==> config.mk <==
export PLATFORM = sky130hd
export DESIGN_NAME = differential_drive_mixer
export DESIGN_NICKNAME = d
export VERILOG_FILES = /design/src/rtl/core/ddm_pkg.sv /design/src/rtl/core/differential_drive_mixer.sv /design/src/rtl/core/ddm_divider.sv /design/src/rtl/core/ddm_multiplier.sv
export VERILOG_INCLUDE_DIRS = /design/src /design/src/rtl/core
export SDC_FILE = /design/constraint.sdc
export NUM_CORES = 1
export LEC_CHECK = 0
export BUFFER_PORTS_ARGS = -buffer_cell sky130_fd_sc_hd__clkbuf_2
export CELL_PAD_IN_SITES_DETAIL_PLACEMENT = 1
export CELL_PAD_IN_SITES_GLOBAL_PLACEMENT = 1
export CORE_UTILIZATION = 46
export DETAILED_ROUTE_END_ITERATION = 7
export GPL_TIMING_DRIVEN = 0
export PLACE_DENSITY_LB_ADDON = 0.1
export REMOVE_ABC_BUFFERS = 1
export SLEW_MARGIN = 20
export SYNTH_ARGS = -nofsm -noshare
export SYNTH_HDL_FRONTEND = slang
export SYNTH_SLANG_ARGS = --single-unit
==> constraint.sdc <==
create_clock -name aclk -period 12.63 [get_ports aclk]
set_input_delay 2.526 -clock aclk [delete_from_list [all_inputs] [get_ports aclk]]
set_output_delay 2.526 -clock aclk [all_outputs]
set_load 0.01 [all_outputs]
==> src/rtl/core/assert_macros.svh <==
// Assertion macros shared by the drive mixer modules
`ifndef ASSERT_MACROS_SVH
`define ASSERT_MACROS_SVH

// Implication checked on every rising clock edge outside reset
`define ASSERT_IMPL(label, clk, rstn, ante, cons) \
    label: assert property (@(posedge clk) disable iff (!rstn) (ante) |-> (cons)) \
        else $error("assertion failed");

// Next-cycle implication checked outside reset
`define ASSERT_NEXT(label, clk, rstn, ante, cons) \
    label: assert property (@(posedge clk) disable iff (!rstn) (ante) |=> (cons)) \
        else $error("assertion failed");

`endif

==> src/rtl/core/ddm_pkg.sv <==
// Package: widths, codes and shared types of the differential drive mixer
`default_nettype none
package ddm_pkg;
    localparam int SpeedW     = 16;
    localparam int CodeW      = 8;
    localparam int DriveW     = 9;
    localparam int DefEntries = 16;
    localparam logic [15:0] WheelBaseReset = 16'd2048;

    localparam logic OpLoad = 1'b0;
    localparam logic OpMove = 1'b1;

    localparam logic [0:0] RegWheelBase = 1'd0;
    localparam logic [0:0] RegMotors    = 1'd1;

    // Handshake between the control sequencer and the bit-serial divider
    typedef struct packed {
        logic start;
        logic busy;
    } div_ctl_t;
endpackage
`default_nettype wire

==> src/rtl/core/differential_drive_mixer.sv <==
// Top level: differential drive inverse kinematics with drive-code lookup
// A move transaction runs a bit-serial division for the turn limit, a
// shift-and-add multiply for the turn term, then two binary searches of at
// most floor(log2(TABLE_ENTRIES))+1 steps, each step a registered table read
// and a compare. A load transaction writes one table entry. The table holds
// whatever was written; a move that reads an entry never loaded returns an
// unspecified code. No new transaction is taken while a result waits in the
// output register.
`default_nettype none
`include "assert_macros.svh"
module differential_drive_mixer
    import ddm_pkg::*;
#(
    parameter int TABLE_ENTRIES = DefEntries
) (
    input  wire logic        aclk,
    input  wire logic        aresetn,
    input  wire logic        s_tvalid,
    output logic             s_tready,
    // tdata: entry_index[3:0], entry_speed[19:4], entry_code[27:20],
    //        linear_velocity[43:28], angular_velocity[59:44], zero [63:60]
    input  wire logic [63:0] s_tdata,
    // tuser: op
    input  wire logic        s_tuser,
    output logic             m_tvalid,
    input  wire logic        m_tready,
    // tdata: left_drive[8:0], right_drive[17:9], zero [23:18]
    output logic      [23:0] m_tdata,
    input  wire logic        cfg_valid,
    output logic             cfg_ready,
    input  wire logic [0:0]  cfg_index,
    input  wire logic [15:0] cfg_wdata
);
    localparam int IdxW  = $clog2(TABLE_ENTRIES);
    localparam int StepW = $clog2(IdxW + 2);
    localparam int NumW  = 26;

    typedef enum logic [3:0] {
        S_IDLE, S_DIV, S_DIVW, S_CLAMPW, S_MUL, S_MULW, S_MIX,
        S_SRCH, S_SRD, S_NEXT, S_OUT
    } state_t;

    state_t state_reg;
    logic [15:0] wheel_base_reg;
    logic        motors_reg;

    logic [SpeedW-1:0] speed_mem [TABLE_ENTRIES];
    logic [CodeW-1:0]  code_mem  [TABLE_ENTRIES];
    logic [SpeedW-1:0] rd_speed_reg;
    logic [CodeW-1:0]  rd_code_reg;
    logic [IdxW-1:0]   rd_addr;

    logic [15:0] v_reg, w_reg;
    logic [16:0] av_reg, aw_reg;
    logic        vneg_reg, wneg_reg;
    logic [15:0] vmax_reg;
    logic [16:0] turn_reg;
    logic [17:0] vl_reg, vr_reg;
    logic        side_reg;
    logic [IdxW:0] lo_reg, hi_reg, mid_reg;
    logic [StepW-1:0] step_reg;
    logic        found_reg;
    logic [CodeW-1:0] code_reg;
    logic [DriveW-1:0] left_reg, right_reg;
    logic        out_valid_reg;

    logic        div_start, mul_start;
    div_ctl_t    div_st;
    logic [NumW-1:0] div_q;
    logic        mul_busy;
    logic [32:0] mul_p;
    logic [17:0] cur_speed;
    logic [16:0] cur_mag;
    logic [DriveW-1:0] signed_code;

    // entry 0 sits in the read register while the division starts
    ddm_divider #(.NumW(NumW), .DenW(16)) u_div (
        .aclk, .aresetn, .start(div_start),
        .numerator({1'b0, rd_speed_reg, 9'd0}), .denominator(wheel_base_reg),
        .status(div_st), .quotient(div_q)
    );

    ddm_multiplier #(.AW(16), .BW(17)) u_mul (
        .aclk, .aresetn, .start(mul_start),
        .mcand(wheel_base_reg), .mplier(aw_reg),
        .busy(mul_busy), .product(mul_p)
    );

    assign div_start = (state_reg == S_DIV);
    assign mul_start = (state_reg == S_MUL);
    assign cfg_ready = 1'b1;
    assign s_tready  = (state_reg == S_IDLE) && !out_valid_reg;
    assign m_tvalid  = out_valid_reg;
    assign m_tdata   = {6'd0, right_reg, left_reg};

    assign cur_speed = side_reg ? vr_reg : vl_reg;
    assign cur_mag   = cur_speed[17] ? 17'(-cur_speed) : cur_speed[16:0];
    assign rd_addr   = mid_reg[IdxW-1:0];
    assign signed_code = cur_speed[17] ? -{1'b0, code_reg} : {1'b0, code_reg};

    always_ff @(posedge aclk) begin
        if (!aresetn) begin
            wheel_base_reg <= WheelBaseReset;
            motors_reg     <= 1'b0;
        end else if (cfg_valid && cfg_ready) begin
            case (cfg_index)
                RegWheelBase: wheel_base_reg <= cfg_wdata;
                RegMotors:    motors_reg     <= cfg_wdata[0];
                default:      ;
            endcase
        end
    end

    // table memories: write on load, registered read at the search midpoint
    always_ff @(posedge aclk) begin
        if (s_tvalid && s_tready && s_tuser == OpLoad
            && {28'd0, s_tdata[3:0]} < 32'(TABLE_ENTRIES)) begin
            speed_mem[IdxW'(s_tdata[3:0])] <= s_tdata[19:4];
            code_mem[IdxW'(s_tdata[3:0])]  <= s_tdata[27:20];
        end
        rd_speed_reg <= speed_mem[rd_addr];
        rd_code_reg  <= code_mem[rd_addr];
    end

    always_ff @(posedge aclk) begin
        if (!aresetn) begin
            state_reg     <= S_IDLE;
            out_valid_reg <= 1'b0;
        end else begin
            if (m_tvalid && m_tready) begin
                out_valid_reg <= 1'b0;
            end
            case (state_reg)
                S_IDLE: begin
                    mid_reg <= '0;
                    if (s_tvalid && s_tready && s_tuser == OpMove && motors_reg) begin
                        v_reg     <= s_tdata[43:28];
                        w_reg     <= s_tdata[59:44];
                        state_reg <= S_DIV;
                    end
                end
                S_DIV: begin
                    // entry 0 has been read by now
                    vmax_reg  <= rd_speed_reg;
                    vneg_reg  <= v_reg[15];
                    wneg_reg  <= w_reg[15];
                    av_reg    <= v_reg[15] ? 17'(-{v_reg[15], v_reg}) : {1'b0, v_reg};
                    aw_reg    <= w_reg[15] ? 17'(-{w_reg[15], w_reg}) : {1'b0, w_reg};
                    state_reg <= S_DIVW;
                end
                S_DIVW: begin
                    if (!div_st.busy && !div_st.start) begin
                        state_reg <= S_CLAMPW;
                    end
                end
                S_CLAMPW: begin
                    if (wheel_base_reg != '0 && {9'd0, aw_reg} > div_q) begin
                        aw_reg <= div_q[16:0];
                    end
                    state_reg <= S_MUL;
                end
                S_MUL: state_reg <= S_MULW;
                S_MULW: begin
                    if (!mul_busy) begin
                        turn_reg  <= mul_p[25:9];
                        state_reg <= S_MIX;
                    end
                end
                S_MIX: begin
                    logic [16:0] lmax;
                    logic [16:0] avc;
                    logic [17:0] vs, ts;
                    lmax = {1'b0, vmax_reg} - turn_reg;
                    avc  = (av_reg > lmax) ? lmax : av_reg;
                    vs   = vneg_reg ? -{1'b0, avc} : {1'b0, avc};
                    ts   = wneg_reg ? -{1'b0, turn_reg} : {1'b0, turn_reg};
                    vr_reg    <= vs + ts;
                    vl_reg    <= vs - ts;
                    side_reg  <= 1'b0;
                    state_reg <= S_SRCH;
                end
                S_SRCH: begin
                    lo_reg    <= '0;
                    hi_reg    <= (IdxW+1)'(TABLE_ENTRIES - 1);
                    mid_reg   <= (IdxW+1)'((TABLE_ENTRIES - 1) / 2);
                    found_reg <= 1'b0;
                    step_reg  <= '0;
                    state_reg <= S_SRD;
                end
                S_SRD: state_reg <= S_NEXT;
                S_NEXT: begin
                    // compare the registered entry at the midpoint
                    logic [IdxW:0] nlo, nhi;
                    nlo = lo_reg;
                    nhi = hi_reg;
                    if (!found_reg) begin
                        code_reg <= rd_code_reg;
                        if ({1'b0, rd_speed_reg} == cur_mag) begin
                            found_reg <= 1'b1;
                        end else if ({1'b0, rd_speed_reg} < cur_mag) begin
                            nhi = mid_reg - 1'b1;
                        end else begin
                            nlo = mid_reg + 1'b1;
                        end
                    end
                    lo_reg <= nlo;
                    hi_reg <= nhi;
                    if (found_reg || ({1'b0, rd_speed_reg} == cur_mag)
                        || $signed({1'b0, nlo}) > $signed({nhi[IdxW], nhi})) begin
                        state_reg <= S_OUT;
                    end else begin
                        mid_reg   <= (nlo + nhi) >> 1;
                        step_reg  <= step_reg + 1'b1;
                        state_reg <= S_SRD;
                    end
                end
                S_OUT: begin
                    logic [DriveW-1:0] c;
                    c = (cur_speed == '0) ? '0 : signed_code;
                    if (!side_reg) begin
                        left_reg  <= c;
                        side_reg  <= 1'b1;
                        state_reg <= S_SRCH;
                    end else begin
                        right_reg     <= -c;
                        out_valid_reg <= 1'b1;
                        mid_reg       <= '0;
                        state_reg     <= S_IDLE;
                    end
                end
                default: state_reg <= S_IDLE;
            endcase
        end
    end

    `ASSERT_IMPL(a_hold_out, aclk, aresetn, out_valid_reg, state_reg == S_IDLE)
    `ASSERT_IMPL(a_steps, aclk, aresetn, state_reg == S_NEXT, step_reg <= StepW'(IdxW + 1))
    `ASSERT_IMPL(a_mid_rng, aclk, aresetn, state_reg == S_NEXT,
                 mid_reg < (IdxW+1)'(TABLE_ENTRIES))
endmodule
`default_nettype wire

==> src/rtl/core/ddm_divider.sv <==
// Restoring bit-serial divider: one quotient bit per cycle
`default_nettype none
`include "assert_macros.svh"
module ddm_divider
    import ddm_pkg::*;
#(
    parameter int NumW = 26,
    parameter int DenW = 16
) (
    input  wire logic            aclk,
    input  wire logic            aresetn,
    input  wire logic            start,
    input  wire logic [NumW-1:0] numerator,
    input  wire logic [DenW-1:0] denominator,
    output div_ctl_t             status,
    output logic      [NumW-1:0] quotient
);
    localparam int CntW = $clog2(NumW + 1);

    logic [NumW-1:0] num_reg, num_next;
    logic [DenW:0]   rem_reg, rem_next;
    logic [DenW-1:0] den_reg, den_next;
    logic [CntW-1:0] cnt_reg, cnt_next;
    logic            busy_reg, busy_next;
    logic [DenW:0]   trial;
    logic [DenW:0]   diff;

    always_comb begin
        num_next  = num_reg;
        rem_next  = rem_reg;
        den_next  = den_reg;
        cnt_next  = cnt_reg;
        busy_next = busy_reg;
        trial     = {rem_reg[DenW-1:0], num_reg[NumW-1]};
        diff      = trial - {1'b0, den_reg};
        if (start) begin
            num_next  = numerator;
            den_next  = denominator;
            rem_next  = '0;
            cnt_next  = CntW'(NumW);
            busy_next = 1'b1;
        end else if (busy_reg) begin
            // shift the next numerator bit in and try a subtraction
            if (!diff[DenW]) begin
                rem_next = diff;
                num_next = {num_reg[NumW-2:0], 1'b1};
            end else begin
                rem_next = trial;
                num_next = {num_reg[NumW-2:0], 1'b0};
            end
            cnt_next = cnt_reg - 1'b1;
            if (cnt_reg == CntW'(1)) begin
                busy_next = 1'b0;
            end
        end
    end

    always_ff @(posedge aclk) begin
        if (!aresetn) begin
            busy_reg <= 1'b0;
            cnt_reg  <= '0;
        end else begin
            busy_reg <= busy_next;
            cnt_reg  <= cnt_next;
        end
        num_reg <= num_next;
        rem_reg <= rem_next;
        den_reg <= den_next;
    end

    assign status.start = start;
    assign status.busy  = busy_reg;
    assign quotient     = num_reg;

    `ASSERT_IMPL(a_cnt_idle, aclk, aresetn, !busy_reg, cnt_reg == '0)
    `ASSERT_NEXT(a_start_busy, aclk, aresetn, start, busy_reg)
    `ASSERT_IMPL(a_rem_lt_den, aclk, aresetn, busy_reg && den_reg != '0, rem_reg < {1'b0, den_reg})
endmodule
`default_nettype wire

==> src/rtl/core/ddm_multiplier.sv <==
// Shift-and-add multiplier: one multiplier bit per cycle
`default_nettype none
`include "assert_macros.svh"
module ddm_multiplier
    import ddm_pkg::*;
#(
    parameter int AW = 16,
    parameter int BW = 17
) (
    input  wire logic             aclk,
    input  wire logic             aresetn,
    input  wire logic             start,
    input  wire logic [AW-1:0]    mcand,
    input  wire logic [BW-1:0]    mplier,
    output logic                  busy,
    output logic      [AW+BW-1:0] product
);
    localparam int CntW = $clog2(BW + 1);

    logic [AW+BW-1:0] acc_reg, acc_next;
    logic [AW+BW-1:0] a_reg, a_next;
    logic [BW-1:0]    b_reg, b_next;
    logic [CntW-1:0]  cnt_reg, cnt_next;
    logic             busy_reg, busy_next;

    always_comb begin
        acc_next  = acc_reg;
        a_next    = a_reg;
        b_next    = b_reg;
        cnt_next  = cnt_reg;
        busy_next = busy_reg;
        if (start) begin
            acc_next  = '0;
            a_next    = (AW+BW)'(mcand);
            b_next    = mplier;
            cnt_next  = CntW'(BW);
            busy_next = 1'b1;
        end else if (busy_reg) begin
            if (b_reg[0]) begin
                acc_next = acc_reg + a_reg;
            end
            a_next   = {a_reg[AW+BW-2:0], 1'b0};
            b_next   = {1'b0, b_reg[BW-1:1]};
            cnt_next = cnt_reg - 1'b1;
            if (cnt_reg == CntW'(1)) begin
                busy_next = 1'b0;
            end
        end
    end

    always_ff @(posedge aclk) begin
        if (!aresetn) begin
            busy_reg <= 1'b0;
            cnt_reg  <= '0;
        end else begin
            busy_reg <= busy_next;
            cnt_reg  <= cnt_next;
        end
        acc_reg <= acc_next;
        a_reg   <= a_next;
        b_reg   <= b_next;
    end

    assign busy    = busy_reg;
    assign product = acc_reg;

    `ASSERT_IMPL(a_mcnt_idle, aclk, aresetn, !busy_reg, cnt_reg == '0)
    `ASSERT_IMPL(a_mcnt_busy, aclk, aresetn, busy_reg, cnt_reg != '0)
    `ASSERT_NEXT(a_mstart, aclk, aresetn, start, busy_reg)
endmodule
`default_nettype wire
==> load_flow_metrics.sql, run 1 <==
INSERT INTO impl_metrics (metric_group, metric, value, unit) VALUES
('clock_tree', 'numCtsBuffers', '82', ''),
('clock_tree', 'tritoncts', 'done', ''),
('critical_path', 'cp_data_arrival_time', '8.89', 'ns'),
('clock_tree', 'cts.sink_count', '747', ''),
('routing', 'detail_route.first_pass.iterations', '5', ''),
('placement', 'place_worst_setup_slack', '3.98', 'ns'),
('critical_path', 'crit_fanout', '24', ''),
('power_and_ir_drop', 'netSwitchingFraction', '25.4', '%'),
('critical_path', 'r2r_setup_slack', '4.09', 'ns'),
('routing', 'post_drt_wl_per_cell', '23.3', 'um'),
('hold_path', 'worst_hold_path.endpoint', 'code_reg[0]', ''),
('cells_and_area', 'layoutNonFillerInstCount', '3966', ''),
('critical_path', 'timing.rr.end', 'vr_reg[17]', ''),
('global_route', 'grt.met3_usage', '3.05', '%'),
('synth', 'syn_area_per_cell', '13.1', 'um^2'),
('cells_and_area', 'largest_reg_flops', '256', ''),
('cells_and_area', 'fillerInstances', '7619', ''),
('power_and_ir_drop', 'p_comb_share', '12.6', '%'),
('routing', 'drt-initial-drc-count', '1319', ''),
('cells_and_area', 'regArea', '21200', 'um^2'),
('hold_path', 'type_of_the_most_critical_hold_path', 'reg -> reg', ''),
('critical_path', 'cpMaxStageDelayCell', 'or2_1', ''),
('routing', 'final_antenna_net_count', '0', ''),
('global_route', 'grt_max_degree', '70', ''),
('sta', 'slew-limit-headroom', '28.0', '%'),
('sta', 'layout_worst_path_cycle_share', '67.6', '%'),
('sta', 'tightestPinTransition', '1.07', 'ns'),
('synth', 'ys.flop_type', 'edfxtp_1', ''),
('synth', 'synth_seq_area_share', '59.4', '%'),
('global_route', 'number_of_antenna_violations_at_the_first_check_in_global_routing', '4', ''),
('global_route', 'first_global_vias', '24000', ''),
('sta', 'finalHoldViolCount', '0', ''),
('routing', 'dr_total_vias', '22400', ''),
('critical_path', 'rr_startpoint', 'turn_reg[0]', ''),
('cells_and_area', 'multi_input_area', '13700', 'um^2'),
('clock_tree', 'post_cts_repair_setup_buffers', '0', ''),
('power_and_ir_drop', 'power.density_cell_area', '147', 'nW/um^2'),
('global_route', 'grt_use_total', '23.8', '%'),
('routing', 'routed_wirelength', '92.4', 'mm'),
('placement', 'numPlacedInstances', '3814', ''),
('critical_path', 'critPathKind', 'reg -> reg', ''),
('clock_tree', 'cts-root-to-sink-buffers', '3', ''),
('power_and_ir_drop', 'design_internal_power', '4.51', 'mW'),
('sta', 'slew_violations', '0', ''),
('die', 'ioPinCount', '114', ''),
('sta', 'fmaxAchievable', '117', 'MHz'),
('critical_path', 'timing.critical_path.to_type', 'register', ''),
('synth', 'synth_async_sr_flop_share', '0', '%'),
('sta', 'accumulated_negative_setup_slack', '0', 'ns'),
('hold_path', 'timing.hold.worst.start', 'rd_code_reg[0]', ''),
('critical_path', 'required', '12.98', 'ns'),
('synth', 'syn-instance-count', '2725', ''),
('clock_tree', 'cts_root_buf', 'clkbuf_16', ''),
('global_route', 'grt_first_pass_wirelength', '143', 'mm'),
('placement', 'hpwlAfterDp', '66.5', 'mm'),
('power_and_ir_drop', 'power_frac_seq', '47.4', '%'),
('die', 'std_cell_rows', '101', ''),
('sta', 'timing.final.ws_setup', '4.09', 'ns'),
('die', 'chipWidth', '281', 'um'),
('placement', 'port_buffers', '102', ''),
('clock_tree', 'holdBufCountCts', '0', ''),
('outcome', 'status', 'completed', ''),
('clock_tree', 'ctsResizeCount', '0', ''),
('cells_and_area', 'final_layout_size_suffix_gt1_share', '16.1', '%'),
('critical_path', 'cpPeakStageDelay', '0.70', 'ns'),
('synth', 'mappedNetlistArea', '35700', 'um^2'),
('cells_and_area', 'nets', '3125', ''),
('sta', 'setup-violations-final', '0', ''),
('die', 'die_y', '281', 'um'),
('synth', 'synth_enable_flop_cells', '627', ''),
('die', 'floorplan.initialDensity', '46.8', '%');
==> cell usage in the layout (no fill, tap or decap), types with 57 or more instances in the layout <==
master and n:
inv_1 142, ha_1 164, nand2_1 288, a21oi_1 127
edfxtp_1 627, dfxtp_1 118, xor2_1 57, clkbuf_2 102
mux4_2 120, nor2_1 150, o21ai_0 92, clkbuf_16 82
xnor2_1 115
==> through the flow <==
| stage | utilization (%) | instance area [um^2] | hold slack [ns] |
|---|---|---|---|
| after detailed placement | 50.1 | 38300 | 0.393 |
| after global placement | 48.6 | 37100 | 0.388 |
| after global routing | 53.8 | 41100 | 0.423 |
| after floorplan | - | 35300 | 0.386 |
| final | 53.8 | 41100 | 0.405 |
| after CTS | 53.8 | 41100 | 0.407 |
==> power by group through the flow <==
stage | combinational (mW) | clock (mW) | sequential [mW]
after floorplan | 0.555 | 0 | 2.88
after global placement | 0.695 | 0 | 2.93
after global routing | 0.843 | 2.55 | 2.87
final | 0.761 | 2.42 | 2.86
after detailed placement | 0.759 | 0 | 2.91
after CTS | 0.767 | 2.47 | 2.86
==> kinds of logic (layout without fill, tap and decap cells) <==
logic type,after synthesis,in the layout,synth area share (%)
flops,747,747,59.4
xor+xnor,173,173,4.29
buf+inv,256,460,2.80
fa+ha+maj,170,170,6.08
simple gates,735,735,9.56
compound gates,458,458,8.41
mux,184,184,9.39
other cells,2,9,0.0210
==> routing by layer <==
| layer | up-vias | routed length, um |
|---|---|---|
| met5 | - | 12 |
| met4 | 2 | 2070 |
| met3 | 141 | 3460 |
| met2 | 443 | 47200 |
| met1 | 11400 | 39700 |
| li1 | 10400 | - |
==> worst max-delay path by stage <==
stage | startpoint | slack, ns | depth (start not counted) | endpoint
global route | turn_reg[0] | 3.35 | 28 | vr_reg[17]
detailed placement | turn_reg[0] | 3.98 | 28 | vr_reg[17]
CTS | turn_reg[0] | 3.93 | 28 | vr_reg[17]
floorplan | turn_reg[0] | 5.74 | 29 | vr_reg[17]
finish | turn_reg[0] | 4.09 | 28 | vr_reg[17]
global placement | mid_reg[0] | 3.92 | 11 | mid_reg[0]
==> cell usage after synthesis, drive strengths merged, types with 11 or more instances <==
cell type / count / area share (%)
a211oi: 17 / 0.37
a21boi: 24 / 0.50
a21o: 39 / 0.82
a21oi: 128 / 1.8
a31oi: 15 / 0.28
and2: 15 / 0.26
and3: 11 / 0.19
buf: 33 / 0.45
clkbuf: 79 / 0.83
dfxtp: 120 / 6.7
edfxtp: 627 / 53
ha: 164 / 5.7
inv: 143 / 1.5
mux2i: 55 / 1.5
mux4: 120 / 7.6
nand2: 290 / 3.1
nand2b: 27 / 0.47
nand3: 52 / 0.73
nand4: 18 / 0.32
nor2: 168 / 1.8
nor2b: 26 / 0.46
nor3: 52 / 0.76
o211ai: 11 / 0.25
o21a: 27 / 0.57
o21ai: 94 / 1.3
o21bai: 14 / 0.29
o31ai: 25 / 0.53
or3: 17 / 0.30
or4: 11 / 0.23
xnor2: 116 / 2.9
xor2: 57 / 1.4
==> worst max-delay path: cells and delay by family (launching register included) <==
kind                     cells  cell delay (ns)
AO/OA/AOI/OAI               12             2.82
AND/OR/NAND/NOR              5             1.73
adder cells (fa/ha/maj)      5             1.69
multiplexers                 2             0.75
XOR/XNOR                     2             0.56
flip-flops                   1             0.51
buffers and inverters        2             0.15
==> layout make-up <==
type / count / area share (%)
diodes: 1 / 0.00609
clock buffers: 121 / 5.74
clock inverters: 30 / 1.02
inverters: 144 / 1.32
multi-input cells: 1728 / 33.3
flip-flops and latches: 747 / 51.7
well taps: 1030 / 3.14
repair buffers: 165 / 3.77
(Power assumes the default switching activity.)
==> inputs of run 2 (changes only) <==
==> constraint.sdc (replaced) <==
create_clock -name aclk -period 7.5 [get_ports aclk]
set_input_delay 1.5 -clock aclk [delete_from_list [all_inputs] [get_ports aclk]]
set_output_delay 1.5 -clock aclk [all_outputs]
set_load 0.01 [all_outputs]
==> run 2 against run 1 <==
Flip-flop and latch count is the same. Worst setup slack worse by 3.6 ns. Fmax rose by 21%. Wire length increased by 0.46%. Combinational power up 70%. Die area did not move. First-iteration DRC count decreased by 2.4%. Clock power is 68% higher.
==> load_flow_metrics.sql, run 2 (synthesis results as in run 1) <==
INSERT INTO impl_metrics (metric_group, metric, value, unit) VALUES
('critical_path', 'timing.critical_path.to_type', 'register', ''),
('sta', 'finalHoldViolCount', '0', ''),
('critical_path', 'worstSetupEndpoint', 'vr_reg[17]', ''),
('sta', 'accumulated_negative_setup_slack', '0', 'ns'),
('critical_path', 'rr_startpoint', 'turn_reg[0]', ''),
('power_and_ir_drop', 'power_frac_seq', '47.4', '%'),
('sta', 'tightestPinTransition', '1.05', 'ns'),
('clock_tree', 'tritoncts', 'done', ''),
('routing', 'detail_route.drc_violations', '0', ''),
('sta', 'slew-limit-headroom', '28.7', '%'),
('global_route', 'grt_first_pass_wirelength', '143', 'mm'),
('power_and_ir_drop', 'p_sw', '2.57', 'mW'),
('sta', 'fmaxAchievable', '142', 'MHz'),
('routing', 'post_drt_wl_per_cell', '23.4', 'um'),
('die', 'core_region_area', '76300', 'um^2'),
('global_route', 'number_of_antenna_violations_at_the_first_check_in_global_routing', '5', ''),
('global_route', 'grt_use_total', '23.9', '%'),
('cells_and_area', 'synthToLayoutAreaGrowth', '15.4', '%'),
('clock_tree', 'clk_pin_slew', '0.06', 'ns'),
('placement', 'numPlacedInstances', '3814', ''),
('cells_and_area', 'layoutNonFillerInstCount', '3976', ''),
('power_and_ir_drop', 'p_comb_share', '12.7', '%'),
('hold_path', 'worst_hold_path.num_cells', '0', ''),
('cells_and_area', 'final_layout_size_suffix_gt1_share', '16.9', '%'),
('critical_path', 'r2r_cells', '31', ''),
('critical_path', 'cp_data_arrival_time', '7.40', 'ns'),
('die', 'floorplan.initialDensity', '46.8', '%'),
('global_route', 'grt_overflow_total', '0', ''),
('critical_path', 'crit_cells', '31', ''),
('sta', 'timing.final.ws_setup', '0.453', 'ns'),
('critical_path', 'cpPeakStageDelay', '0.43', 'ns'),
('clock_tree', 'clock_insertion_delay_worst_skew', '0.67', 'ns'),
('critical_path', 'crit_path_start_kind', 'register', ''),
('sta', 'rsz0062_at_grt', 'yes', ''),
('cells_and_area', 'mostFrequentLayoutCells', 'edfxtp_1 (627), nand2_1 (288), ha_1 (164)', ''),
('hold_path', 'type_of_the_most_critical_hold_path', 'reg -> reg', ''),
('placement', 'gp_routability_congestion', '0.860', ''),
('placement', 'post_dp_cell_area', '38300', 'um^2'),
('die', 'fp.dieArea', '78800', 'um^2'),
('placement', 'place_worst_setup_slack', '-1.15', 'ns'),
('power_and_ir_drop', 'peakVddDrop', '198', 'uV'),
('die', 'std_cell_rows', '101', ''),
('critical_path', 'timing.rr.end', 'vr_reg[17]', ''),
('job', 'max_cap_viol_count', '0', ''),
('sta', 'clock-skew-final', '0.0493', 'ns'),
('clock_tree', 'cts_root_buf', 'clkbuf_16', ''),
('critical_path', 'r2r_setup_slack', '0.45', 'ns'),
('outcome', 'status', 'completed', ''),
('sta', 'setup-violations-final', '0', ''),
('global_route', 'grt_max_degree', '70', ''),
('placement', 'port_buffers', '102', ''),
('cells_and_area', 'fillerInstances', '7603', ''),
('critical_path', 'critPathBufInv', '4', ''),
('clock_tree', 'cts-root-to-sink-buffers', '3', ''),
('routing', 'drt-vias-per-instance', '5.65', ''),
('clock_tree', 'numCtsBuffers', '82', ''),
('critical_path', 'crit_fanout', '6', ''),
('routing', 'detail_route.first_pass.iterations', '5', ''),
('critical_path', 'critPathLaunch', 'turn_reg[0]', ''),
('critical_path', 'cpMaxStageDelayCell', 'edfxtp_1', ''),
('cells_and_area', 'largest_reg_flops', '256', ''),
('sta', 'crit_path_time_final', '7.05', 'ns'),
('cells_and_area', 'layout.cell_area.non_filler', '41200', 'um^2'),
('power_and_ir_drop', 'leak_pwr', '15.0', 'nW'),
('clock_tree', 'cts.sink_count', '747', ''),
('routing', 'final_antenna_net_count', '0', ''),
('routing', 'routed_wirelength', '92.9', 'mm'),
('power_and_ir_drop', 'design_internal_power', '7.60', 'mW'),
('cells_and_area', 'layout_commonest_cell', 'edfxtp_1', ''),
('critical_path', 'critPathKind', 'reg -> reg', ''),
('cells_and_area', 'nets', '3135', ''),
('critical_path', 'critical_path.most_common_cell', 'ha_1', ''),
('global_route', 'first_global_vias', '24000', ''),
('critical_path', 'crit_family', 'compound AO/OA/AOI/OAI gates', ''),
('power_and_ir_drop', 'power.density_cell_area', '247', 'nW/um^2'),
('die', 'ioPinCount', '114', ''),
('critical_path', 'required', '7.85', 'ns'),
('clock_tree', 'holdBufCountCts', '0', ''),
('routing', 'dr_total_vias', '22500', ''),
('power_and_ir_drop', 'pwr-share-clk', '40.0', '%'),
('sta', 'layout_worst_path_cycle_share', '94.0', '%'),
('power_and_ir_drop', 'netSwitchingFraction', '25.3', '%'),
('placement', 'hpwlAfterDp', '66.5', 'mm'),
('die', 'chipWidth', '281', 'um'),
('die', 'die_y', '281', 'um'),
('sta', 'slew_violations', '0', ''),
('clock_tree', 'htree_num_levels', '3', ''),
('routing', 'drt-initial-drc-count', '1287', '');
==> run 2: cell types whose count changed in the layout (fill, tap and decap cells not counted), sizes merged <==
cell and delta:
nor2 +1, or2 +1, buf +8
==> run 2: worst reg2reg max path, delay by kind of cell (launching register included) <==
kind / cells / cell delay [ns]
xor gates and xnor gates: 2 / 0.40
buffers and inverters: 4 / 0.48
and+or+nand+nor: 6 / 0.89
DFF: 1 / 0.43
adders and majority gates: 5 / 1.55
muxes: 1 / 0.25
AOI/OAI and AO/OA: 13 / 2.74
==> run 2: worst min-delay path by stage <==
stage | startpoint | to | slack (ns)
global placement | rd_code_reg[4] | code_reg[4] | 0.39
finish | rd_code_reg[0] | code_reg[0] | 0.41
CTS | rd_code_reg[0] | code_reg[0] | 0.41
floorplan | rd_code_reg[0] | code_reg[0] | 0.39
global route | rd_code_reg[0] | code_reg[0] | 0.42
detailed placement | rd_code_reg[0] | code_reg[0] | 0.39
==> run 2: routing by layer <==
metal	wire, um	GRT usage, %	vias to the layer above
met4	2230	6.67	2
met5	12	0	-
met1	39900	31.2	11500
met2	47400	41.9	410
li1	-	-	10400
met3	3300	3.06	152
==> run 2: area by class of cell <==
cell class	instances	area, um^2	share of cell area [%]
inverters	144	542	1.31
diodes	1	2.50	0.00607
clock buffers	121	2360	5.72
multi-input cells	1730	13800	33.4
repair buffers	173	1610	3.89
clock inverters	30	419	1.02
well taps	1030	1290	3.13
flip-flops and latches	747	21200	51.5
==> run 2: repair_timing <==
item                       4_1_cts  5_1_grt
setup endpoints to repair       21        9
gates cloned                     2        0
gates resized for setup         14        8
buffers inserted                 6        2
pin swaps                        5        2
==> run 2: power by group through the flow <==
| stage | sequential, mW | clock [mW] | combinational [mW] |
|---|---|---|---|
| 5_1_grt | 4.84 | 4.29 | 1.43 |
| 3_3_place_gp | 4.93 | 0 | 1.17 |
| 6_report | 4.82 | 4.06 | 1.29 |
| 4_1_cts | 4.82 | 4.16 | 1.30 |
| 3_5_place_dp | 4.90 | 0 | 1.28 |
| 2_1_floorplan | 4.85 | 0 | 0.935 |
==> run 2: through the flow <==
step	hold slack (ns)	power [mW]	utilization, %
2_1_floorplan	0.386	5.79	-
3_3_place_gp	0.388	6.10	48.6
3_5_place_dp	0.393	6.18	50.1
4_1_cts	0.407	10.3	54.0
5_1_grt	0.423	10.6	54.0
6_report	0.405	10.2	54.0
